--- config.mk ---
export PLATFORM = sky130hd
export DESIGN_NAME = stable_priority_queue
export DESIGN_NICKNAME = d
export VERILOG_FILES = /design/src/rtl/core/spq_pkg.sv /design/src/rtl/core/stable_priority_queue.sv /design/src/rtl/core/spq_cell.sv
export SDC_FILE = /design/constraint.sdc
export NUM_CORES = 1
export LEC_CHECK = 0
export ABC_CLOCK_PERIOD_IN_PS = 6700
export BUFFER_PORTS_ARGS = -buffer_cell sky130_fd_sc_hd__buf_2
export CAP_MARGIN = 20
export CELL_PAD_IN_SITES_DETAIL_PLACEMENT = 1
export CELL_PAD_IN_SITES_GLOBAL_PLACEMENT = 2
export CORE_MARGIN = 4
export CORE_UTILIZATION = 41
export DETAILED_ROUTE_END_ITERATION = 10
export PLACE_DENSITY = 0.87
export REMOVE_ABC_BUFFERS = 1
export SYNTH_ARGS = -nofsm -noshare
export SYNTH_HDL_FRONTEND = slang
export SYNTH_SLANG_ARGS = --single-unit
--- constraint.sdc ---
create_clock -name clk_i -period 6.7 [get_ports clk_i]
set_input_delay 0.335 -clock clk_i [delete_from_list [all_inputs] [get_ports clk_i]]
set_output_delay 0.335 -clock clk_i [all_outputs]
set_load 0.01 [all_outputs]
--- src/rtl/core/spq_pkg.sv ---
// ---------------------------------------------------------------------------
// spq_pkg: shared types for the stable priority queue
// Result status codes and the control bundle sent to every queue cell.
// ---------------------------------------------------------------------------
package spq_pkg;

  // Result status of one item
  typedef enum logic [1:0] {
    ST_OK    = 2'd0,  // item done
    ST_EMPTY = 2'd1,  // remove found no entry
    ST_FULL  = 2'd2   // insert dropped, queue full
  } status_e;

  // Per-cycle command broadcast along the cell row
  typedef struct packed {
    logic ins;  // insert the new entry in sorted position
    logic rem;  // pop the head, everything shifts toward slot 0
  } cell_ctrl_t;

endpackage

--- src/rtl/core/stable_priority_queue.sv ---
// ---------------------------------------------------------------------------
// stable_priority_queue: sorted ready queue of process identifiers
// Row of shifting cells kept in priority order, head in cell 0. Inserts go
// behind all entries of equal or higher priority; removes pop the head.
// ---------------------------------------------------------------------------
// Channel | Handshake               | Payload
// --------+-------------------------+------------------------------------------
// request | req_valid_i/req_ready_o | mode_i, new_pid_i, new_priority_i
// result  | res_valid_o/res_ready_i | out_valid_o, out_pid_o, out_priority_o,
//         |                         | status_o, occupancy_out_o
//
// One item per cycle while results are taken: every cell compares its priority
// with the new one in parallel and shifts one step, so the queue updates at
// the accepting edge. The result register is loaded at that edge as well.
// A stalled result holds the request side off only while it is not taken.
// Reset empties the queue (count to zero); cell contents need no clearing.
// ---------------------------------------------------------------------------
module stable_priority_queue #(
  parameter int QUEUE_DEPTH   = 16,
  parameter int PRIORITY_BITS = 8
) (
  input  logic       clk_i,
  input  logic       rst_ni,
  // request channel
  input  logic       req_valid_i,
  output logic       req_ready_o,
  input  logic       mode_i,
  input  logic [7:0] new_pid_i,
  input  logic [7:0] new_priority_i,
  // result channel
  output logic       res_valid_o,
  input  logic       res_ready_i,
  output logic       out_valid_o,
  output logic [7:0] out_pid_o,
  output logic [7:0] out_priority_o,
  output logic [1:0] status_o,
  output logic [4:0] occupancy_out_o
);

  localparam int CNT_W = $clog2(QUEUE_DEPTH + 1);

  logic                     accept;
  logic                     full, empty;
  logic [CNT_W-1:0]         count_q, count_d;
  logic [PRIORITY_BITS-1:0] prio_in;
  logic [7:0]               head_prio8;
  logic [4:0]               occ5;
  spq_pkg::cell_ctrl_t      ctrl;

  logic [QUEUE_DEPTH-1:0]   occ;
  logic [QUEUE_DEPTH-1:0]   keep;
  logic [7:0]               cell_pid  [QUEUE_DEPTH];
  logic [PRIORITY_BITS-1:0] cell_prio [QUEUE_DEPTH];

  logic                     res_valid_q;
  logic                     out_valid_q, out_valid_d;
  logic [7:0]               out_pid_q, out_pid_d;
  logic [7:0]               out_prio_q, out_prio_d;
  spq_pkg::status_e         status_q, status_d;
  logic [4:0]               occ_q;

  // width adaption of priority and occupancy fields
  if (PRIORITY_BITS > 8) begin : g_prio_wide
    assign prio_in    = {{(PRIORITY_BITS-8){1'b0}}, new_priority_i};
    assign head_prio8 = cell_prio[0][7:0];
  end else if (PRIORITY_BITS == 8) begin : g_prio_eq
    assign prio_in    = new_priority_i;
    assign head_prio8 = cell_prio[0];
  end else begin : g_prio_narrow
    assign prio_in    = new_priority_i[PRIORITY_BITS-1:0];
    assign head_prio8 = {{(8-PRIORITY_BITS){1'b0}}, cell_prio[0]};
  end

  if (CNT_W > 5) begin : g_cnt_wide
    assign occ5 = count_d[4:0];
  end else if (CNT_W == 5) begin : g_cnt_eq
    assign occ5 = count_d;
  end else begin : g_cnt_narrow
    assign occ5 = {{(5-CNT_W){1'b0}}, count_d};
  end

  // handshake and command decode
  assign req_ready_o = !res_valid_q || res_ready_i;
  assign accept      = req_valid_i && req_ready_o;
  assign full        = (count_q == CNT_W'(QUEUE_DEPTH));
  assign empty       = (count_q == '0);
  assign ctrl.ins    = accept && !mode_i && !full;
  assign ctrl.rem    = accept && mode_i && !empty;

  // entry count
  always_comb begin
    count_d = count_q;
    if (ctrl.ins) begin
      count_d = count_q + CNT_W'(1);
    end else if (ctrl.rem) begin
      count_d = count_q - CNT_W'(1);
    end
  end

  // cell row
  for (genvar i = 0; i < QUEUE_DEPTH; i++) begin : g_cell
    logic                     lkeep;
    logic [7:0]               lpid, rpid;
    logic [PRIORITY_BITS-1:0] lprio, rprio;

    assign occ[i] = (count_q > CNT_W'(i));

    if (i == 0) begin : g_first
      assign lkeep = 1'b1;
      assign lpid  = '0;
      assign lprio = '0;
    end else begin : g_mid
      assign lkeep = keep[i-1];
      assign lpid  = cell_pid[i-1];
      assign lprio = cell_prio[i-1];
    end

    if (i == QUEUE_DEPTH-1) begin : g_last
      assign rpid  = '0;
      assign rprio = '0;
    end else begin : g_inner
      assign rpid  = cell_pid[i+1];
      assign rprio = cell_prio[i+1];
    end

    spq_cell #(
      .PRIO_W(PRIORITY_BITS)
    ) u_cell (
      .clk_i       (clk_i),
      .ctrl_i      (ctrl),
      .occ_i       (occ[i]),
      .new_pid_i   (new_pid_i),
      .new_prio_i  (prio_in),
      .left_keep_i (lkeep),
      .left_pid_i  (lpid),
      .left_prio_i (lprio),
      .right_pid_i (rpid),
      .right_prio_i(rprio),
      .keep_o      (keep[i]),
      .pid_o       (cell_pid[i]),
      .prio_o      (cell_prio[i])
    );
  end

  // result fields
  always_comb begin
    out_valid_d = 1'b0;
    out_pid_d   = '0;
    out_prio_d  = '0;
    status_d    = spq_pkg::ST_OK;
    if (mode_i) begin
      if (empty) begin
        status_d = spq_pkg::ST_EMPTY;
      end else begin
        out_valid_d = 1'b1;
        out_pid_d   = cell_pid[0];
        out_prio_d  = head_prio8;
      end
    end else if (full) begin
      status_d = spq_pkg::ST_FULL;
    end
  end

  // control state
  always_ff @(posedge clk_i or negedge rst_ni) begin
    if (!rst_ni) begin
      count_q     <= '0;
      res_valid_q <= 1'b0;
    end else begin
      count_q <= count_d;
      if (accept) begin
        res_valid_q <= 1'b1;
      end else if (res_ready_i) begin
        res_valid_q <= 1'b0;
      end
    end
  end

  // result register
  always_ff @(posedge clk_i) begin
    if (accept) begin
      out_valid_q <= out_valid_d;
      out_pid_q   <= out_pid_d;
      out_prio_q  <= out_prio_d;
      status_q    <= status_d;
      occ_q       <= occ5;
    end
  end

  assign res_valid_o     = res_valid_q;
  assign out_valid_o     = out_valid_q;
  assign out_pid_o       = out_pid_q;
  assign out_priority_o  = out_prio_q;
  assign status_o        = status_q;
  assign occupancy_out_o = occ_q;

endmodule

--- src/rtl/core/spq_cell.sv ---
// ---------------------------------------------------------------------------
// spq_cell: one slot of the sorted queue
// Holds one identifier and priority. On insert it keeps its entry, takes the
// new entry, or takes its left neighbor's entry; on remove it takes the right
// neighbor's entry.
// ---------------------------------------------------------------------------
module spq_cell #(
  parameter int PRIO_W = 8
) (
  input  logic                clk_i,
  input  spq_pkg::cell_ctrl_t ctrl_i,
  input  logic                occ_i,        // slot holds a live entry
  input  logic [7:0]          new_pid_i,
  input  logic [PRIO_W-1:0]   new_prio_i,
  input  logic                left_keep_i,  // left neighbor keeps its entry
  input  logic [7:0]          left_pid_i,
  input  logic [PRIO_W-1:0]   left_prio_i,
  input  logic [7:0]          right_pid_i,
  input  logic [PRIO_W-1:0]   right_prio_i,
  output logic                keep_o,
  output logic [7:0]          pid_o,
  output logic [PRIO_W-1:0]   prio_o
);

  logic [7:0]        pid_q, pid_d;
  logic [PRIO_W-1:0] prio_q, prio_d;

  // entry stays ahead of the new one when equal or higher priority
  assign keep_o = occ_i && (prio_q >= new_prio_i);

  // next slot contents
  always_comb begin
    pid_d  = pid_q;
    prio_d = prio_q;
    if (ctrl_i.ins) begin
      if (!keep_o) begin
        if (left_keep_i) begin
          pid_d  = new_pid_i;
          prio_d = new_prio_i;
        end else begin
          pid_d  = left_pid_i;
          prio_d = left_prio_i;
        end
      end
    end else if (ctrl_i.rem) begin
      pid_d  = right_pid_i;
      prio_d = right_prio_i;
    end
  end

  // slot storage, contents are don't-care until written
  always_ff @(posedge clk_i) begin
    pid_q  <= pid_d;
    prio_q <= prio_d;
  end

  assign pid_o  = pid_q;
  assign prio_o = prio_q;

endmodule

==> qor.csv, run 1 <==
metric;value;unit
r2r_setup_slack;3.18;ns
synth_seq_cells;286;
drc;0;
synthCells;1567;
hp-class;in -> reg;
antenna_found_initial;1;
dr_wl_met2;24900;um
register_area;8560;um2
rsz0062_at_grt;false;
p_leak;7.50;nW
routed.top_layer;met5;
pre_cts_ws;2.70;ns
clockRootBuffer;clkbuf_16;
min_delay_path_depth;2;
wl_met1;21200;um
cts_hold_buf;1;
place_hpwl;34900;um
grt.overflow.total;0;
cp_max_fo;25;
synthToLayoutAreaGrowth;9.46;%
total_power;6.06;mW
drive_gt1_share;8.77;%
yosysUniqueCellTypes;52;
coreArea;40900;um2
pin_count;47;
grt_usage;21.7;%
port_buffers;46;
r2r-end;g_cell[7].u_cell.prio_o[5];
relSlewSlack;25.5;%
numCtsBuffers;35;
firstDrtPassIters;7;
cap_violations;0;
syn_area_per_cell;10.9;um2
tightestPinTransition;1.12;ns
std_cell_rows;74;
post_cts_resized;0;
numClockSinks;286;
finClkSkew;0.0149;ns
die-area;44800;um2
routed-via-count;12300;
layout_setup_ws;3.18;ns
n_antenna_cell;0;
worstSetupPathType;reg -> reg;
grt_max_degree;141;
gp_congestion;0.801;
period_share;52.5;%
status;finished, final reports clean;
clk_latency;0.53;ns
cts.reportedPaths.clkPinSlew;0.05;ns
die_w;212;um
dpl.cell_count;2063;
worstRegToRegCells;6;
final_core_util;45.5;%
hp-start;req_valid_i;
drtAntennaViolNets;0;
fin_nets;1727;
setup_viol;0;
hold_viol_final;0;
initial_utilization;41.6;%
avgViaCountPerCell;5.76;
tns;0;ns
timing.final.crit_period;3.52;ns
synth_ff_type;edfxtp_1;
ys_seq_area_share;50.3;%
instances_no_fill;2128;
postCtsSetupRepairBufs;0;
num-fill-cells;4442;
cp.required;6.92;ns
wire_per_inst;23.0;um
synth_edf_count;280;
grt_pass1_wl;76800;um
cts_tree;yes;
async_reset_ff_share;2.10;%
drv_slew;0;
worstSetupStartpointType;flop;
hold_end;res_valid_o;
die_h;212;um
fmax;284;MHz
power.density;325;nW/um2
r2r_start;res_valid_o;
crit_arrival;3.74;ns
cts_max_level;2;
cp-end-kind;flop;
syn_area;17000;um2
clock_path_buffers;3;
peakVddDrop;189;uV
multi_input_area;7720;um2
routed_wl;49000;um
wl_met3;1790;um
grt_pass1_vias;13500;
drt_iter0_markers;861;
yosysWarnings;0;
==> stage by stage <==
step           area, um2  hold WS [ns]
3_5_place_dp       17500         0.170
2_1_floorplan      16300        0.0394
6_report           18600        0.0255
3_3_place_gp       17500         0.169
5_1_grt            18600       0.00778
4_1_cts            18600       0.00751
==> how the worst max path moves through the flow <==
stage                      from  cells past startpoint  slack, ns                           to
global placement     count_q[0]                      7       2.96   g_cell[7].u_cell.prio_o[6]
detailed placement   count_q[0]                      7       2.70   g_cell[7].u_cell.prio_o[4]
global route        res_valid_o                      6       2.83  g_cell[12].u_cell.prio_o[5]
floorplan            count_q[1]                      5      -3.84   g_cell[10].u_cell.pid_o[0]
CTS                  count_q[0]                      7       2.65   g_cell[7].u_cell.prio_o[7]
finish              res_valid_o                      6       3.18   g_cell[7].u_cell.prio_o[5]
==> logic make-up (layout without fill, tap and decap cells) <==
kind of cell | after synthesis | count (layout) | synth area share [%]
muxes | 182 | 182 | 10.7
buffers and inverters | 141 | 170 | 4.73
adders and majority gates | 134 | 134 | 9.85
AOI/OAI and AO/OA | 356 | 356 | 12.3
DFF | 286 | 286 | 50.3
and+or+nand+nor | 464 | 464 | 11.9
xor gates and xnor gates | 4 | 4 | 0.206
==> placed cells by master, fill, tap and decap left out, drive strengths merged, types with 4 or more instances in the layout <==
master	Yosys	routed
nor4	9	9
nor2	28	28
nand2b	18	18
nand2	303	303
dfrtp	6	6
o211ai	31	31
clkbuf	39	51
clkinv	0	7
a21o	8	8
buf	74	80
nand3	70	70
and2	17	17
a211o	12	12
a2bb2oi	5	5
a211oi	4	4
o21ai	226	226
edfxtp	280	280
nand4	7	7
inv	28	30
o311ai	11	11
mux2i	182	182
a31oi	12	12
ha	134	134
a21oi	31	31
==> layout make-up <==
| type | count | area share (%) |
|---|---|---|
| inverter | 28 | 0.564 |
| clock inverter | 10 | 0.457 |
| clock buffer | 51 | 5.08 |
| sequential | 286 | 45.9 |
| multi-input combinational | 1140 | 41.5 |
| timing repair buffer | 81 | 2.92 |
| tap | 532 | 3.57 |
==> metal layers <==
| layer | track usage (%) | vias up |
|---|---|---|
| met1 | 27.6 | 6168 |
| met4 | 5.69 | 2 |
| met5 | 0 | - |
| met3 | 3.11 | 86 |
| met2 | 39.1 | 203 |
| li1 | - | 5802 |
==> power breakdown <==
group,switching (mW),total [mW],internal [mW]
logic,1.07,1.71,0.634
clock network,0.757,1.78,1.02
registers,0.227,2.57,2.35
total,2.06,6.06,4.00
==> state kept, by name, indices dropped and copies added (netlist names) <==
| signal | cells |
|---|---|
| count_q | 5 |
| g_cell.u_cell.pid_o | 128 |
| out_pid_o | 8 |
| g_cell.u_cell.prio_o | 128 |
| res_valid_o | 1 |
| out_priority_o | 8 |
| out_valid_o | 1 |
| occupancy_out_o | 5 |
| status_o | 2 |
==> critical path, stage by stage (launching register included) <==
cell and delay, ns:
dfrtp_1 0.37, nand2b_1 0.11, nand2_1 0.16, inv_1 0.79
nand2_1 0.75, o21ai_1 0.68, buf_4 0.33
==> cell usage after synthesis, drive strengths merged, types with 5 or more instances <==
| cell type | count | area share (%) |
|---|---|---|
| nand2 | 303 | 6.7 |
| edfxtp | 280 | 49 |
| o21ai | 226 | 6.6 |
| mux2i | 182 | 11 |
| ha | 134 | 9.9 |
| buf | 74 | 3.2 |
| nand3 | 70 | 2.1 |
| clkbuf | 39 | 0.86 |
| a21oi | 31 | 0.93 |
| o211ai | 31 | 1.4 |
| inv | 28 | 0.62 |
| nor2 | 28 | 0.66 |
| nand2b | 18 | 0.66 |
| and2 | 17 | 0.62 |
| a211o | 12 | 0.62 |
| a31oi | 12 | 0.44 |
| o311ai | 11 | 0.61 |
| nor4 | 9 | 0.33 |
| a21o | 8 | 0.35 |
| nand4 | 7 | 0.26 |
| dfrtp | 6 | 0.88 |
| a2bb2oi | 5 | 0.26 |
Power figures use the tool's default switching activity.
==> inputs of run 2 (changes only) <==
Settings changed: ABC_AREA from default to 1, ABC_CLOCK_PERIOD_IN_PS 6700 to 3650, CORE_UTILIZATION 41 to 38, PLACE_DENSITY 0.87 to 0.9.
Clock period 6.7 ns to 3.65 ns, I/O delays scaled along.
==> qor.csv, run 2 <==
metric;value;unit;change
drive_gt1_share;6.84;%;-1.9 points
status;finished, final reports clean;;
clk_latency;0.56;ns;+0.03 ns
synth_commonest_cells;nand2_1 (1,354), inv_1 (306), edfxtp_1 (280);;
synthTopCellsByArea;edfxtp_1 (46%), nand2_1 (28%), ha_1 (9.2%);;
worstSetupPathType;reg -> reg;;
yosysWarnings;0;;unchanged
grt_usage;23.9;%;+2.2 points
synthToLayoutAreaGrowth;11.5;%;
cts_max_level;2;;unchanged
worstSetupStartpointType;flop;;
numCtsBuffers;35;;unchanged
cp-end-kind;flop;;
grt_pass1_wl;95200;um;+24%
hp-class;in -> reg;;
grt_max_degree;129;;-8.5%
synthCells;2410;;+54%
n_antenna_cell;0;;unchanged
yosysTopAreaCell;edfxtp_1;;
yosysTopAreaCellShare;46.1;%;-3.3 points
gp_congestion;0.834;;+4.1%
clock_path_buffers;3;;unchanged
drv_slew;0;;unchanged
setup_viol;0;;unchanged
port_buffers;46;;unchanged
rsz0062_at_grt;false;;
cap_violations;0;;unchanged
hold_viol_final;0;;unchanged
yosysUniqueCellTypes;30;;-42%
routed-via-count;15700;;+28%
post_cts_resized;0;;unchanged
synth_ff_type;edfxtp_1;;
place_hpwl;43800;um;+26%
clockRootBuffer;clkbuf_16;;
postCtsSetupRepairBufs;0;;unchanged
coreArea;47000;um2;+15%
yosysMostFrequentCell;nand2_1;;
synth_edf_count;280;;unchanged
antenna_found_initial;2;;+1
cp.required;3.82;ns;-3.10 ns
tightestPinTransition;1.04;ns;-0.0817 ns
std_cell_rows;79;;+6.8%
die-area;51500;um2;+15%
pin_count;47;;unchanged
ys_seq_area_share;47.0;%;-3.3 points
layout_common_cells;nand2_1 (1,354), inv_1 (306), edfxtp_1 (280);;
die_w;227;um;+7.2%
fmax;342;MHz;+20%
synth_seq_cells;286;;unchanged
grt_pass1_vias;17100;;+27%
relSlewSlack;30.9;%;+5.4 points
cp_max_fo;17;;-32%
drt_iter0_markers;1057;;+23%
grt.overflow.total;0;;unchanged
async_reset_ff_share;2.10;%;unchanged
cts_tree;yes;;
die_h;227;um;+7.2%
avgViaCountPerCell;5.08;;-12%
p_leak;11.5;nW;+54%
timing.final.crit_period;2.92;ns;-0.597 ns
cts.reportedPaths.clkPinSlew;0.06;ns;about the same
routed_wl;61300;um;+25%
power.density;642;nW/um2;+97%
firstDrtPassIters;5;;-2
crit_arrival;3.10;ns;-0.64 ns
final_core_util;43.3;%;-2.2 points
drc;0;;unchanged
total_power;13.0;mW;+120%
wire_per_inst;19.8;um;-14%
layout_commonest_cell;nand2_1;;
finClkSkew;0.0201;ns;+0.00520 ns
period_share;80.0;%;+28 points
drtAntennaViolNets;0;;unchanged
num-fill-cells;5810;;+31%
syn_area_per_cell;7.56;um2;-30%
syn_area;18200;um2;+7.1%
fin_nets;2615;;+51%
initial_utilization;38.8;%;-2.8 points
peakVddDrop;316;uV;+67%
numClockSinks;286;;unchanged
-- run 2: cell count changes after synthesis, sizes merged, moves of 23 or more --
cell | previous run | this run
a21oi | 31 | 54
inv | 28 | 313
mux2i | 182 | 0
nand2 | 303 | 1368
nand3 | 70 | 27
nor2 | 28 | 71
o211ai | 31 | 1
o21ai | 226 | 28
-- run 2: timing repair --
| item | 4_1_cts | 5_1_grt |
|---|---|---|
| hold buffers | 4 | 0 |
| endpoints found under the setup margin | 0 | 0 |
| hold endpoints to repair | 7 | 0 |
-- run 2: path summary, 6_finish.rpt --
| check | startpoint | cells after the start | to | slack, ns |
|---|---|---|---|---|
| max in group asynchronous | rst_ni | 3 | count_q[4] | 2.78 |
| hold / removal | mode_i | 3 | status_o[0] | 0.04 |
| setup / recovery | count_q[0] | 8 | g_cell[11].u_cell.prio_o[3] | 0.73 |
| setup reg to reg | count_q[0] | 8 | g_cell[11].u_cell.prio_o[3] | 0.73 |
| min in group asynchronous | rst_ni | 3 | count_q[1] | 0.61 |
| hold reg to reg | g_cell[15].u_cell.pid_o[5] | 2 | g_cell[14].u_cell.pid_o[5] | 0.52 |
-- run 2: cell type report --
type | instances | area [um2] | area share (%)
clock buffer | 41 | 920 | 4.52
clock inverter | 22 | 200 | 0.985
inverter | 313 | 1180 | 5.80
multi-input combinational | 1725 | 8050 | 39.6
sequential | 286 | 8560 | 42.1
tap | 607 | 759 | 3.74
timing repair buffer | 99 | 663 | 3.26
-- run 2: cells by family after synthesis --
logic type | count (synthesis) | synth area share, %
buffers and inverters | 399 | 8.94
DFF | 286 | 47.0
xor gates and xnor gates | 5 | 0.240
adders and majority gates | 134 | 9.20
and+or+nand+nor | 1482 | 31.5
AOI/OAI and AO/OA | 104 | 3.14
-- run 2: power by group --
part,switching (mW),internal [mW],leakage (nW)
combinational,2.96,1.33,8.22
clock,1.48,2.03,0.548
sequential,0.584,4.66,2.74
total,5.03,8.02,11.5
-- run 2: per-stage QoR --
stage	cells	hold WS [ns]	setup WS, ns	setup TNS [ns]	cell area (um2)
2_1_floorplan	2324	-0.113	-4.12	-1085.66	17800
3_3_place_gp	3026	0.0241	0.767	0	19200
3_5_place_dp	3026	0.0280	0.642	0	19200
4_1_cts	3093	0.00920	0.682	0	20300
5_1_grt	3093	0.0442	0.492	0	20300
6_report	3093	0.0378	0.729	0	20300
-- run 2: layer usage --
metal | track usage (%) | routed length, um | vias to the layer above
li1 | - | - | 7550
met1 | 28.3 | 24700 | 7692
met2 | 44.1 | 31500 | 329
met3 | 3.51 | 2820 | 143
met4 | 8.84 | 2220 | 0
met5 | 0 | 0 | -
-- run 2: critical path, stage by stage, from the launching register on --
cell and delay, ns:
dfrtp_1 0.48, inv_1 0.17, ha_1 0.24, nand2_1 0.09, nor2_1 0.07, nor3_4 0.18, buf_4 0.35, nand2_2 0.30
nand2_1 0.63
==> inputs of run 3 (changes only) <==
Settings changed: ABC_AREA 1 to 0, ABC_CLOCK_PERIOD_IN_PS 3650 to 2700, CORE_UTILIZATION 38 to 41, PLACE_DENSITY 0.9 to 0.87.
Clock period 3.65 ns to 2.7 ns, I/O delays scaled along.
==> qor.csv, run 3 (synthesis results as in run 1) <==
metric;value;unit;change
whs;0.229;ns;+0.191 ns
gp_congestion;0.819;;-1.8%
multi_input_area;7720;um2;-4.0%
numClockSinks;286;;unchanged
worstRegToRegCells;8;;unchanged
initial_utilization;41.6;%;+2.8 points
std_cell_rows;74;;-6.3%
pre_cts_ws;-0.0389;ns;-0.681 ns
grt.overflow.total;0;;unchanged
layout_common_cells;nand2_1 (302), edfxtp_1 (280), o21ai_0 (196);;
drc;0;;unchanged
setup_viol;0;;unchanged
routed_wl;51900;um;-15%
clock_path_buffers;3;;unchanged
coreArea;40900;um2;-13%
min_delay_path_depth;3;;unchanged
grt_pass1_vias;14200;;-17%
top_usage_layer;met2;;
use_met1;27.9;%;-0.36 points
cp_max_fo;18;;+1
worstSetupStartpointType;flop;;
cp_cell_sequence;buf_4 > nor2_1 > nor2_1 > o21ai_0 > a2bb2oi_2 > buf_12 > o21ai_1 > buf_4;;
cts_max_level;2;;unchanged
grt_max_degree;63;;-51%
drive_gt1_share;12.7;%;+5.9 points
place_hpwl;37300;um;-15%
crit_slowest_cell;o21ai_0;;
n_antenna_cell;0;;unchanged
slowest_delay;0.49;ns;-0.14 ns
fmax;392;MHz;+14%
relSlewSlack;60.1;%;+29 points
grtUsageMet2;41.7;%;-2.4 points
routed-via-count;12800;;-19%
layout_setup_ws;0.149;ns;-0.580 ns
cp.required;2.90;ns;-0.92 ns
met3_usage;3.05;%;-0.45 points
drt_iter0_markers;787;;-26%
clk_latency;0.52;ns;-0.04 ns
cts.reportedPaths.clkPinSlew;0.06;ns;about the same
die-area;44800;um2;-13%
die_w;212;um;-6.7%
pin_count;47;;unchanged
status;finished, final reports clean;;
drv_slew;0;;unchanged
rsz0062_at_grt;false;;
grt_usage;22.9;%;-1.0 points
worstSetupPathType;reg -> reg;;
clockRootBuffer;clkbuf_16;;
numCtsBuffers;35;;unchanged
antenna_found_initial;0;;-2
period_share;94.5;%;+14 points
register_area;8560;um2;unchanged
synthToLayoutAreaGrowth;14.4;%;
finClkSkew;0.0195;ns;-0.000679 ns
cap_violations;0;;unchanged
drtAntennaViolNets;0;;unchanged
p_leak;7.94;nW;-31%
firstDrtPassIters;5;;unchanged
avgViaCountPerCell;5.82;;+15%
crit_arrival;2.75;ns;-0.35 ns
die_h;212;um;-6.7%
cp_num_cells;8;;unchanged
power.density;805;nW/um2;+25%
final_core_util;47.6;%;+4.3 points
crit_family;compound AO/OA/AOI/OAI gates;;
fin_nets;1796;;-31%
tightestPinTransition;0.598;ns;-0.438 ns
timing.final.crit_period;2.55;ns;-0.370 ns
port_buffers;46;;unchanged
hp-class;in -> reg;;
grt_pass1_wl;80500;um;-16%
num-fill-cells;4447;;-23%
wire_per_inst;23.6;um;+19%
cp-end-kind;flop;;
worst-path-buf-inv;3;;+1
layout_commonest_cell;nand2_1;;
hold_viol_final;0;;unchanged
cts_tree;yes;;
peakVddDrop;446;uV;+41%
-- run 3: cell count changes in the layout (fill, tap and decap cells not counted), moves of 30 or more --
cell      before  now
mux2i_1        0  182
o211ai_1       1   31
nor2_1        69   27
o21ai_0       26  196
inv_1        306   28
nand2_1     1354  302
nand3_1       27   69
-- run 3: final timing paths --
kind                                             from                         end  slack [ns]
max                                        count_q[0]  g_cell[9].u_cell.prio_o[0]        0.15
min                                      new_pid_i[4]   g_cell[0].u_cell.pid_o[4]        0.23
max reg2reg                                count_q[0]  g_cell[9].u_cell.prio_o[0]        0.15
min reg2reg                g_cell[15].u_cell.pid_o[5]  g_cell[14].u_cell.pid_o[5]        0.55
max in group asynchronous                      rst_ni                  count_q[2]        1.85
min in group asynchronous                      rst_ni                 res_valid_o        0.60
-- run 3: what timing repair did --
| action | 4_1_cts | 5_1_grt |
|---|---|---|
| gates resized for setup | 0 | 1 |
| hold endpoints to repair | 9 | 0 |
| setup endpoints to repair | 0 | 9 |
| buffers inserted | 0 | 0 |
| hold buffers | 5 | 0 |
-- run 3: routing by layer --
metal | vias up | routed length (um)
li1 | 5949 | -
met1 | 6443 | 21100
met2 | 293 | 27000
met3 | 111 | 2130
met4 | 0 | 1700
met5 | - | 0
-- run 3: stage by stage --
step	TNS, ns	cells	area, um2	power, mW
6_report	0	2197	19500	15.7
5_1_grt	0	2197	19500	16.4
4_1_cts	0	2197	19500	15.8
3_5_place_dp	-0.622	2131	18300	11.1
3_3_place_gp	-0.00886	2131	18300	10.9
2_1_floorplan	-2785.94	1454	16300	9.21
-- run 3: report_power, final --
part,leakage (nW),internal [mW],switching (mW)
sequential,2.72,5.81,0.527
clock,0.526,2.71,1.89
combinational,4.69,1.92,2.81
total,7.94,10.4,5.23
-- run 3: cell type report --
| type | instances | area share (%) |
|---|---|---|
| Sequential cell | 286 | 44.0 |
| Multi-Input combinational cell | 1140 | 39.7 |
| Timing Repair Buffer | 150 | 6.80 |
| Clock buffer | 43 | 4.70 |
| Tap cell | 532 | 3.42 |
| Clock inverter | 18 | 0.913 |
| Inverter | 28 | 0.540 |
-- run 3: worst reg2reg max path, cell delays in order (launching register included) --
cell and delay (ns):
dfrtp_1 0.44, buf_4 0.20, nor2_1 0.18, nor2_1 0.15, o21ai_0 0.49, a2bb2oi_2 0.14
buf_12 0.20, o21ai_1 0.14, buf_4 0.29
